===== src/rtl/espl_pkg.sv =====
`timescale 1ns / 1ps
`default_nettype none
// ----------------------------------------------------------------------------
// espl_pkg: shared constants and types for the encoder speed PID loop
// Register indexes, reset values, field widths and limits.
// ----------------------------------------------------------------------------
package espl_pkg;

    localparam int COUNT_W  = 16;
    localparam int SPEED_W  = 14;
    localparam int ERR_W    = 15;
    localparam int GAIN_W   = 16;
    localparam int DRIVE_W  = 16;
    localparam int ESUM_W   = 32;
    localparam int PROD_W   = GAIN_W + ESUM_W;
    localparam int ACC_W    = PROD_W + 2;
    localparam int CFG_IDX_W  = 3;
    localparam int CFG_DATA_W = 16;

    localparam logic [COUNT_W-1:0] DELTA_LIMIT = 16'd600;
    localparam logic [20:0]        SPEED_MAX   = 21'd16383;
    // ceil(2^18 / 5), exact floor(x/5) for any 16-bit x
    localparam logic [15:0]        RECIP5      = 16'd52429;

    localparam logic [SPEED_W-1:0] TARGET_RST    = 14'd70;
    localparam logic [DRIVE_W-1:0] DRIVE_MIN_RST = 16'h8000;
    localparam logic [DRIVE_W-1:0] DRIVE_MAX_RST = 16'h7FFF;

    typedef enum logic [CFG_IDX_W-1:0] {
        REG_TARGET    = 3'd0,
        REG_ENABLE    = 3'd1,
        REG_GAIN_P    = 3'd2,
        REG_GAIN_I    = 3'd3,
        REG_GAIN_D    = 3'd4,
        REG_DRIVE_MIN = 3'd5,
        REG_DRIVE_MAX = 3'd6
    } t_reg_idx;

    typedef enum logic [5:0] {
        S_IDLE  = 6'b000001,
        S_SPEED = 6'b000010,
        S_INTEG = 6'b000100,
        S_MUL   = 6'b001000,
        S_CLAMP = 6'b010000,
        S_DONE  = 6'b100000
    } t_state;

    // multiplier operand steps
    localparam logic [1:0] MUL_P    = 2'd0;
    localparam logic [1:0] MUL_I    = 2'd1;
    localparam logic [1:0] MUL_D    = 2'd2;
    localparam logic [1:0] MUL_LAST = 2'd3;

endpackage
`default_nettype wire


===== src/rtl/encoder_speed_pid_loop.sv =====
`timescale 1ns / 1ps
`default_nettype none
// ----------------------------------------------------------------------------
// encoder_speed_pid_loop: wheel speed measurement and PID drive update
// Forms the encoder delta, speed and error, then runs one PID step with a
// single shared 16x32 signed multiplier and clamps the drive output.
// ----------------------------------------------------------------------------
//  channel   ports                                   direction
//  input     i_in_valid / o_in_ready, i_encoder_count    in
//  result    o_out_valid / i_out_ready, o_wheel_speed,
//            o_speed_error, o_drive, o_updated            out
//  config    i_cfg_valid / o_cfg_ready, i_cfg_index,
//            i_cfg_data                                   in
//
//  When the loop is enabled an item passes through speed, integrator, four
//  multiplier/accumulate steps, clamp and output load; when disabled it goes
//  from the speed step straight to the output load.
//  The next item is accepted once the result sits in the output register.
//  Reset is synchronous, active low; it clears state and config to defaults.
//  A stalled output holds the sequencer in its last step until taken.
// ----------------------------------------------------------------------------
module encoder_speed_pid_loop (
    input  wire logic                              i_clk,
    input  wire logic                              i_rst_n,
    input  wire logic                              i_in_valid,
    output logic                                   o_in_ready,
    input  wire logic [espl_pkg::COUNT_W-1:0]      i_encoder_count,
    output logic                                   o_out_valid,
    input  wire logic                              i_out_ready,
    output logic [espl_pkg::SPEED_W-1:0]           o_wheel_speed,
    output logic signed [espl_pkg::ERR_W-1:0]      o_speed_error,
    output logic signed [espl_pkg::DRIVE_W-1:0]    o_drive,
    output logic                                   o_updated,
    input  wire logic                              i_cfg_valid,
    output logic                                   o_cfg_ready,
    input  wire logic [espl_pkg::CFG_IDX_W-1:0]    i_cfg_index,
    input  wire logic [espl_pkg::CFG_DATA_W-1:0]   i_cfg_data
);

    // configuration
    logic [espl_pkg::SPEED_W-1:0]          r_target;
    logic                                  r_enable;
    logic signed [espl_pkg::GAIN_W-1:0]    r_gain_p;
    logic signed [espl_pkg::GAIN_W-1:0]    r_gain_i;
    logic signed [espl_pkg::GAIN_W-1:0]    r_gain_d;
    logic signed [espl_pkg::DRIVE_W-1:0]   r_drive_min;
    logic signed [espl_pkg::DRIVE_W-1:0]   r_drive_max;

    // loop state
    logic [espl_pkg::COUNT_W-1:0]          r_last;
    logic signed [espl_pkg::ESUM_W-1:0]    r_esum;
    logic signed [espl_pkg::ERR_W-1:0]     r_prev_err;
    logic signed [espl_pkg::DRIVE_W-1:0]   r_drive_hold;

    // working registers
    espl_pkg::t_state                      r_state;
    logic [espl_pkg::COUNT_W-1:0]          r_count;
    logic [espl_pkg::SPEED_W-1:0]          r_speed;
    logic signed [espl_pkg::ERR_W-1:0]     r_err;
    logic signed [espl_pkg::ERR_W:0]       r_deriv;
    logic [1:0]                            r_step;
    logic signed [espl_pkg::PROD_W-1:0]    r_prod;
    logic signed [espl_pkg::ACC_W-1:0]     r_acc;
    logic                                  r_upd;

    // output register
    logic                                  r_out_valid;
    logic [espl_pkg::SPEED_W-1:0]          r_o_speed;
    logic signed [espl_pkg::ERR_W-1:0]     r_o_err;
    logic signed [espl_pkg::DRIVE_W-1:0]   r_o_drive;
    logic                                  r_o_upd;

    // speed datapath
    logic [espl_pkg::COUNT_W-1:0]          w_delta;
    logic [31:0]                           w_recip;
    logic [20:0]                           w_speed_raw;
    logic [espl_pkg::SPEED_W-1:0]          w_speed;
    logic signed [espl_pkg::ERR_W-1:0]     w_err;

    // integrator
    logic signed [espl_pkg::ESUM_W:0]      w_int;
    logic signed [espl_pkg::ESUM_W-1:0]    w_int_sat;

    // shared multiplier
    logic signed [espl_pkg::GAIN_W-1:0]    w_mul_a;
    logic signed [espl_pkg::ESUM_W-1:0]    w_mul_b;
    logic signed [espl_pkg::PROD_W-1:0]    w_prod;

    // clamp
    logic signed [espl_pkg::ACC_W-9:0]     w_res;
    logic signed [espl_pkg::ACC_W-9:0]     w_hi;
    logic signed [espl_pkg::ACC_W-9:0]     w_lo;
    logic signed [espl_pkg::ACC_W-9:0]     w_res_hi;
    logic signed [espl_pkg::ACC_W-9:0]     w_res_cl;

    logic                                  w_out_free;

    assign o_in_ready    = (r_state == espl_pkg::S_IDLE);
    assign o_cfg_ready   = 1'b1;
    assign o_out_valid   = r_out_valid;
    assign o_wheel_speed = r_o_speed;
    assign o_speed_error = r_o_err;
    assign o_drive       = r_o_drive;
    assign o_updated     = r_o_upd;
    assign w_out_free    = !r_out_valid || i_out_ready;

    // speed = 16*delta + floor(delta/5), or zero when delta exceeds DELTA_LIMIT
    always_comb begin
        w_delta     = r_count - r_last;
        w_recip     = w_delta * espl_pkg::RECIP5;
        w_speed_raw = {1'b0, w_delta, 4'b0000} + {7'd0, w_recip[31:18]};
        if (w_delta > espl_pkg::DELTA_LIMIT) begin
            w_speed = '0;
        end else if (w_speed_raw > espl_pkg::SPEED_MAX) begin
            w_speed = espl_pkg::SPEED_MAX[espl_pkg::SPEED_W-1:0];
        end else begin
            w_speed = w_speed_raw[espl_pkg::SPEED_W-1:0];
        end
        w_err = $signed({1'b0, r_target}) - $signed({1'b0, w_speed});
    end

    always_comb begin
        w_int = {r_esum[espl_pkg::ESUM_W-1], r_esum}
              + {{(espl_pkg::ESUM_W-espl_pkg::ERR_W+1){r_err[espl_pkg::ERR_W-1]}}, r_err};
        if (w_int[espl_pkg::ESUM_W] != w_int[espl_pkg::ESUM_W-1]) begin
            w_int_sat = w_int[espl_pkg::ESUM_W] ? 32'sh8000_0000 : 32'sh7FFF_FFFF;
        end else begin
            w_int_sat = w_int[espl_pkg::ESUM_W-1:0];
        end
    end

    always_comb begin
        case (r_step)
            espl_pkg::MUL_P: begin
                w_mul_a = r_gain_p;
                w_mul_b = {{(espl_pkg::ESUM_W-espl_pkg::ERR_W){r_err[espl_pkg::ERR_W-1]}},
                           r_err};
            end
            espl_pkg::MUL_I: begin
                w_mul_a = r_gain_i;
                w_mul_b = r_esum;
            end
            espl_pkg::MUL_D: begin
                w_mul_a = r_gain_d;
                w_mul_b = {{(espl_pkg::ESUM_W-espl_pkg::ERR_W-1){r_deriv[espl_pkg::ERR_W]}},
                           r_deriv};
            end
            default: begin
                w_mul_a = '0;
                w_mul_b = '0;
            end
        endcase
        w_prod = w_mul_a * w_mul_b;
    end

    // floor(sum/256) is the upper bits; upper clamp first, then lower
    always_comb begin
        w_res    = r_acc[espl_pkg::ACC_W-1:8];
        w_hi     = {{(espl_pkg::ACC_W-8-espl_pkg::DRIVE_W){r_drive_max[espl_pkg::DRIVE_W-1]}},
                    r_drive_max};
        w_lo     = {{(espl_pkg::ACC_W-8-espl_pkg::DRIVE_W){r_drive_min[espl_pkg::DRIVE_W-1]}},
                    r_drive_min};
        w_res_hi = (w_res > w_hi) ? w_hi : w_res;
        w_res_cl = (w_res_hi < w_lo) ? w_lo : w_res_hi;
    end

    always_ff @(posedge i_clk) begin
        if (!i_rst_n) begin
            r_target    <= espl_pkg::TARGET_RST;
            r_enable    <= 1'b0;
            r_gain_p    <= '0;
            r_gain_i    <= '0;
            r_gain_d    <= '0;
            r_drive_min <= espl_pkg::DRIVE_MIN_RST;
            r_drive_max <= espl_pkg::DRIVE_MAX_RST;
        end else if (i_cfg_valid) begin
            case (i_cfg_index)
                espl_pkg::REG_TARGET:    r_target    <= i_cfg_data[espl_pkg::SPEED_W-1:0];
                espl_pkg::REG_ENABLE:    r_enable    <= i_cfg_data[0];
                espl_pkg::REG_GAIN_P:    r_gain_p    <= i_cfg_data;
                espl_pkg::REG_GAIN_I:    r_gain_i    <= i_cfg_data;
                espl_pkg::REG_GAIN_D:    r_gain_d    <= i_cfg_data;
                espl_pkg::REG_DRIVE_MIN: r_drive_min <= i_cfg_data;
                espl_pkg::REG_DRIVE_MAX: r_drive_max <= i_cfg_data;
                default: ;
            endcase
        end
    end

    always_ff @(posedge i_clk) begin
        if (!i_rst_n) begin
            r_state      <= espl_pkg::S_IDLE;
            r_last       <= '0;
            r_esum       <= '0;
            r_prev_err   <= '0;
            r_drive_hold <= '0;
            r_out_valid  <= 1'b0;
            r_step       <= '0;
            r_upd        <= 1'b0;
        end else begin
            // S_DONE reloads the output register on its own
            if (r_out_valid && i_out_ready && (r_state != espl_pkg::S_DONE)) begin
                r_out_valid <= 1'b0;
            end
            case (r_state)
                espl_pkg::S_IDLE: begin
                    if (i_in_valid) begin
                        r_count <= i_encoder_count;
                        r_state <= espl_pkg::S_SPEED;
                    end
                end
                espl_pkg::S_SPEED: begin
                    r_last  <= r_count;
                    r_speed <= w_speed;
                    r_err   <= w_err;
                    r_upd   <= 1'b0;
                    r_state <= r_enable ? espl_pkg::S_INTEG : espl_pkg::S_DONE;
                end
                espl_pkg::S_INTEG: begin
                    r_esum  <= w_int_sat;
                    r_deriv <= {r_err[espl_pkg::ERR_W-1], r_err}
                             - {r_prev_err[espl_pkg::ERR_W-1], r_prev_err};
                    r_acc   <= '0;
                    r_step  <= espl_pkg::MUL_P;
                    r_state <= espl_pkg::S_MUL;
                end
                espl_pkg::S_MUL: begin
                    // product registered, added one step later
                    r_prod <= w_prod;
                    if (r_step != espl_pkg::MUL_P) begin
                        r_acc <= r_acc + {{2{r_prod[espl_pkg::PROD_W-1]}}, r_prod};
                    end
                    r_step <= r_step + 2'd1;
                    if (r_step == espl_pkg::MUL_LAST) begin
                        r_state <= espl_pkg::S_CLAMP;
                    end
                end
                espl_pkg::S_CLAMP: begin
                    r_drive_hold <= w_res_cl[espl_pkg::DRIVE_W-1:0];
                    r_prev_err   <= r_err;
                    r_upd        <= 1'b1;
                    r_state      <= espl_pkg::S_DONE;
                end
                espl_pkg::S_DONE: begin
                    if (w_out_free) begin
                        r_out_valid <= 1'b1;
                        r_o_speed   <= r_speed;
                        r_o_err     <= r_err;
                        r_o_drive   <= r_drive_hold;
                        r_o_upd     <= r_upd;
                        r_state     <= espl_pkg::S_IDLE;
                    end
                end
                default: begin
                    r_state <= espl_pkg::S_IDLE;
                end
            endcase
        end
    end

    a_accept_starts: assert property (@(posedge i_clk) disable iff (!i_rst_n)
        (i_in_valid && o_in_ready) |=> (r_state == espl_pkg::S_SPEED))
        else $error("accepted item did not start the speed step");

    a_esum_only_in_integ: assert property (@(posedge i_clk) disable iff (!i_rst_n)
        (r_state != espl_pkg::S_INTEG) |=> $stable(r_esum))
        else $error("integrator changed outside its step");

    a_clamp_after_mul: assert property (@(posedge i_clk) disable iff (!i_rst_n)
        (r_state == espl_pkg::S_CLAMP) |-> ($past(r_state) == espl_pkg::S_MUL
                                            && $past(r_step) == espl_pkg::MUL_LAST))
        else $error("clamp reached without all multiply steps");

    a_drive_in_range: assert property (@(posedge i_clk) disable iff (!i_rst_n)
        (o_out_valid && o_updated) |-> (o_drive >= r_drive_min)
                                        && ((o_drive <= r_drive_max)
                                            || (o_drive == r_drive_min)))
        else $error("updated drive outside clamp limits");

endmodule
`default_nettype wire

===== config.mk =====
export PLATFORM = sky130hd
export DESIGN_NAME = encoder_speed_pid_loop
export DESIGN_NICKNAME = d
export VERILOG_FILES = /design/src/rtl/espl_pkg.sv /design/src/rtl/encoder_speed_pid_loop.sv
export SDC_FILE = /design/constraint.sdc
export NUM_CORES = 2
export LEC_CHECK = 0
export BUFFER_PORTS_ARGS = -buffer_cell sky130_fd_sc_hd__buf_4
export CORE_MARGIN = 8
export CORE_UTILIZATION = 30
export CTS_BUF_LIST = sky130_fd_sc_hd__clkbuf_4 sky130_fd_sc_hd__clkbuf_8
export CTS_CLUSTER_DIAMETER = 30
export CTS_CLUSTER_SIZE = 20
export DETAILED_ROUTE_END_ITERATION = 8
export HOLD_SLACK_MARGIN = 0.02
export PLACE_DENSITY_LB_ADDON = 0.25
export SLEW_MARGIN = 20
export SYNTH_ARGS = -nofsm -noshare
export SYNTH_HDL_FRONTEND = slang
export SYNTH_SLANG_ARGS = --single-unit

===== constraint.sdc =====
create_clock -name i_clk -period 30.1 [get_ports i_clk]
set_input_delay 0 -clock i_clk [delete_from_list [all_inputs] [get_ports i_clk]]
set_output_delay 0 -clock i_clk [all_outputs]
set_load 0.01 [all_outputs]

==> impl_metrics.csv <==
group,metric,value,unit
power,ir_drop,0.000288,V
timing,final_hold_viol_count,0,
power,leakagePower,23.5,nW
place,pre_cts_slack,17270,ps
detailed_routing,drcViolationCount,0,
worst_setup_path,crit_start,"r_count[0]$_DFFE_PP_",
yosys,synth-compound-area-share,0.126,
worst_setup_path,slowest_delay,720,ps
yosys,ys_ff_latch,389,
global_route,grt-ovfl-total,0,
detailed_routing,dr.pass1.iters,8,
yosys,synth_ff_type,"edfxtp_1",
yosys,ys_types,94,
final_layout,instances_no_fill,7322,
clocking,hold_buffers,88,
floorplanning,die_y,404,µm
clocking,cts_root_buf,"clkbuf_8",
final_layout,syn_to_final_growth,14.9,%
global_route,grt_max_degree,66,
yosys,yosysWarningCount,0,
global_route,antenna_found_initial,5,
power,switchingPower,2.36,mW
timing,slew_violations,0,
floorplanning,start_util,0.302,
detailed_routing,wl_per_cell,19.8,µm
power,power_frac_comb,0.691,
worst_setup_path,critPathSlowestCell,"xnor2_1",
power,p_sw_frac,0.513,
worst_setup_path,worstSetupPathType,"flip-flop to flip-flop",
detailed_routing,antenna_left,0,
global_route,use_met3,0.0239,
worst_setup_path,reg2reg_slack,17100,ps
power,cellInternalPower,2.24,mW
job,max_cap_violations,0,
timing,rsz0062_at_grt,"false",
timing,setup_viol,0,
place,dp.cells,7037,
floorplanning,boundaryPins,89,
status,status,"completed",
place,dp_hpwl,113000,µm
final_layout,drive_above_1_share,0.0786,
clocking,cts_setup_buffers,0,
yosys,syn_area,45100,µm²
clocking,clock_latency,800,ps
final_layout,fill_cells,15490,
yosys,synth_top_family_by_area,"adder cells",
clocking,cts_tree,"yes",
timing,fin_crit,13000,ps
timing,fin_crit_sh,0.432,
yosys,synth_edf_count,205,
final_layout,nNetsFinal,6285,
yosys,syn_avg_cell_area,8.99,µm²
detailed_routing,viasPerCell,4.92,
global_route,gr-usage-met1,0.238,
yosys,yosys-top-cells-count,"inv_1, nand2_1, fa_1",
detailed_routing,vias,36035,
floorplanning,die_x,404,µm
global_route,top_usage_layer,"met2",
global_route,met2_usage,0.291,
yosys,synth-simple-area-share,0.145,
final_layout,fin_util,0.347,
yosys,synthAdderAreaFrac,0.385,
clocking,cts_resized,0,
global_route,grt_pass1_wl,223000,µm
yosys,synth-seq-area-share,0.218,
worst_setup_path,cp-endpoint,"r_err[13]$_DFFE_PP_",
worst_hold_path,hold_path.class,"primary input to flip-flop",
worst_setup_path,cp_max_fo,9,
clocking,cts_buffer_depth,3,
timing,tightest_slew,1190,ps
yosys,synth_nets,6091,
floorplanning,core_area,150000,µm²
clocking,clock_sinks,389,
floorplanning,placementRows,142,
worst_setup_path,cp-start-kind,"flip-flop",
worst_setup_path,timing.critical_path.arrival,13510,ps
yosys,synth_top_area_share,0.249,
timing,worst_hold_slack,118,ps
timing,maxSlewHeadroom,0.210,
yosys,synth-async-reset-ratio,0,
timing,setup_slack,17100,ps
clocking,cts_buffers,103,
detailed_routing,wirelength,145000,µm
yosys,syn_inst,5020,
worst_setup_path,crit_top_cell,"inv_1",
place,io_buffers,87,
yosys,synth_xor_area_frac,0.0419,
yosys,muxShareOfSynthArea,0.00402,
detailed_routing,drtIter0Drc,2555,
worst_setup_path,r2r-end,"r_err[13]$_DFFE_PP_",
clocking,cts_max_level,3,
power,pwr-share-seq,0.125,
place,place.gp.congestion,0.927,
power,clkPwrFrac,0.183,
worst_setup_path,critPathCaptureType,"flip-flop",
power,power_density,88.8,nW/µm²
worst_setup_path,critical_path_required,30600,ps
floorplanning,die_area,163000,µm²
timing,fin_tns_setup,0,ps
yosys,post-synth-top-count-cell,"inv_1",
timing,finClkSkew,76.1,ps
timing,clock.fmax,0.0769,GHz
clocking,clk_pin_slew,60,ps
worst_setup_path,reg2reg_from,"r_count[0]$_DFFE_PP_",
yosys,synth_area_leaders,"fa_1, edfxtp_1, ha_1",
global_route,grt_pass1_vias,36860,
worst_setup_path,reg2regPathDepth,52,
global_route,grtUsageTotal,0.176,
yosys,yosys.area.top_type,"fa_1",
==> power groups by stage <==
stage | combinational, mW | sequential (mW) | clock [mW]
finish | 3.18 | 0.577 | 0.845
global route | 3.50 | 0.577 | 0.894
CTS | 3.15 | 0.577 | 0.868
detailed placement | 3.11 | 0.587 | 0
global placement | 3.15 | 0.587 | 0
floorplan | 2.10 | 0.585 | 0
==> cells in the final DEF (no fill, tap or decap), drive strengths merged, types with 17 or more instances in the layout <==
cell	netlist	final
maj3	28	28
xor2	86	86
clkbuf	141	119
a21o	139	139
o21ai	167	167
clkinv	0	30
mux2i	17	17
a21oi	362	362
a211oi	18	18
nand2	684	684
and2	33	33
inv	790	809
nor3	40	40
nor2b	44	44
ha	470	470
edfxtp	205	205
nor2	401	401
fa	561	561
or3	19	19
nand3	70	70
dfxtp	184	184
nand4	49	49
xnor2	122	122
dlygate4sd3	0	88
bufinv	0	17
and3	25	25
nand2b	56	56
a22oi	21	21
buf	21	163
o211ai	27	27
o21a	17	17
==> stage by stage <==
stage,power [mW],cell area [µm²]
floorplan,2.69,45100
global placement,3.73,48400
detailed placement,3.69,48400
CTS,4.60,51800
global route,4.97,51800
finish,4.60,51800
==> sequential cells by signal, summed over array words and instances (netlist names), 2 cells and up <==
| signal | cells |
|---|---|
| r_drive_hold | 16 |
| r_gain_d | 16 |
| r_count | 16 |
| r_gain_p | 16 |
| o_drive | 16 |
| r_gain_i | 16 |
| r_drive_max | 16 |
| r_speed | 14 |
| r_last | 16 |
| r_target | 14 |
| r_prod | 48 |
| r_err | 15 |
| o_wheel_speed | 14 |
| r_prev_err | 15 |
| r_step | 2 |
| r_esum | 32 |
| o_speed_error | 15 |
| r_drive_min | 16 |
| r_deriv | 16 |
| r_acc | 50 |
| r_state | 6 |
==> area by class of cell <==
type	count	area [µm²]	area share
sequential	389	9840	0.190
tap	2016	2520	0.0486
clock inverter	77	1010	0.0195
clock buffer	119	1590	0.0306
timing repair buffer	251	2100	0.0406
antenna	1	2.50	0.0000483
inverter	790	2970	0.0572
multi-input combinational	3679	31800	0.614
==> worst max-delay path: cells and delay by family, from the launching register on <==
kind                     cells  cell delay (ps)
flip-flops                   1              380
AO/OA/AOI/OAI               22             4810
XOR/XNOR                     1              720
AND/OR/NAND/NOR             10             1710
adder cells (fa/ha/maj)     11             4240
buffers and inverters        7              610
multiplexers                 1              200
==> worst min path at each step <==
stage / endpoint / cells past startpoint / from / slack (ps)
final: r_gain_p[0]$_SDFFE_PN0P_ / 4 / i_cfg_data[0] / 120
after global routing: r_drive_min[7]$_SDFFE_PN0P_ / 4 / i_cfg_data[7] / 80
after CTS: r_drive_min[7]$_SDFFE_PN0P_ / 4 / i_cfg_data[7] / 20
after detailed placement: r_count[4]$_DFFE_PP_ / 1 / i_encoder_count[4] / 180
after global placement: r_count[4]$_DFFE_PP_ / 1 / i_encoder_count[4] / 180
after floorplan: r_count[0]$_DFFE_PP_ / 0 / i_encoder_count[0] / 100
==> per-layer routing <==
layer,routed length (µm),vias up
li1,-,16927
met1,65500,17908
met5,10,-
met4,4320,2
met2,67300,981
met3,7990,217
==> cell families (layout without fill, tap and decap cells) <==
| group | count (synthesis) | after routing |
|---|---|---|
| AND/OR/NAND/NOR | 1489 | 1489 |
| other | 1 | 2 |
| XOR/XNOR | 209 | 209 |
| flip-flops | 389 | 389 |
| adder cells (fa/ha/maj) | 1059 | 1059 |
| multiplexers | 18 | 18 |
| AO/OA/AOI/OAI | 903 | 903 |
| buffers and inverters | 952 | 1237 |
No activity file was read; power rests on OpenSTA's default activity.
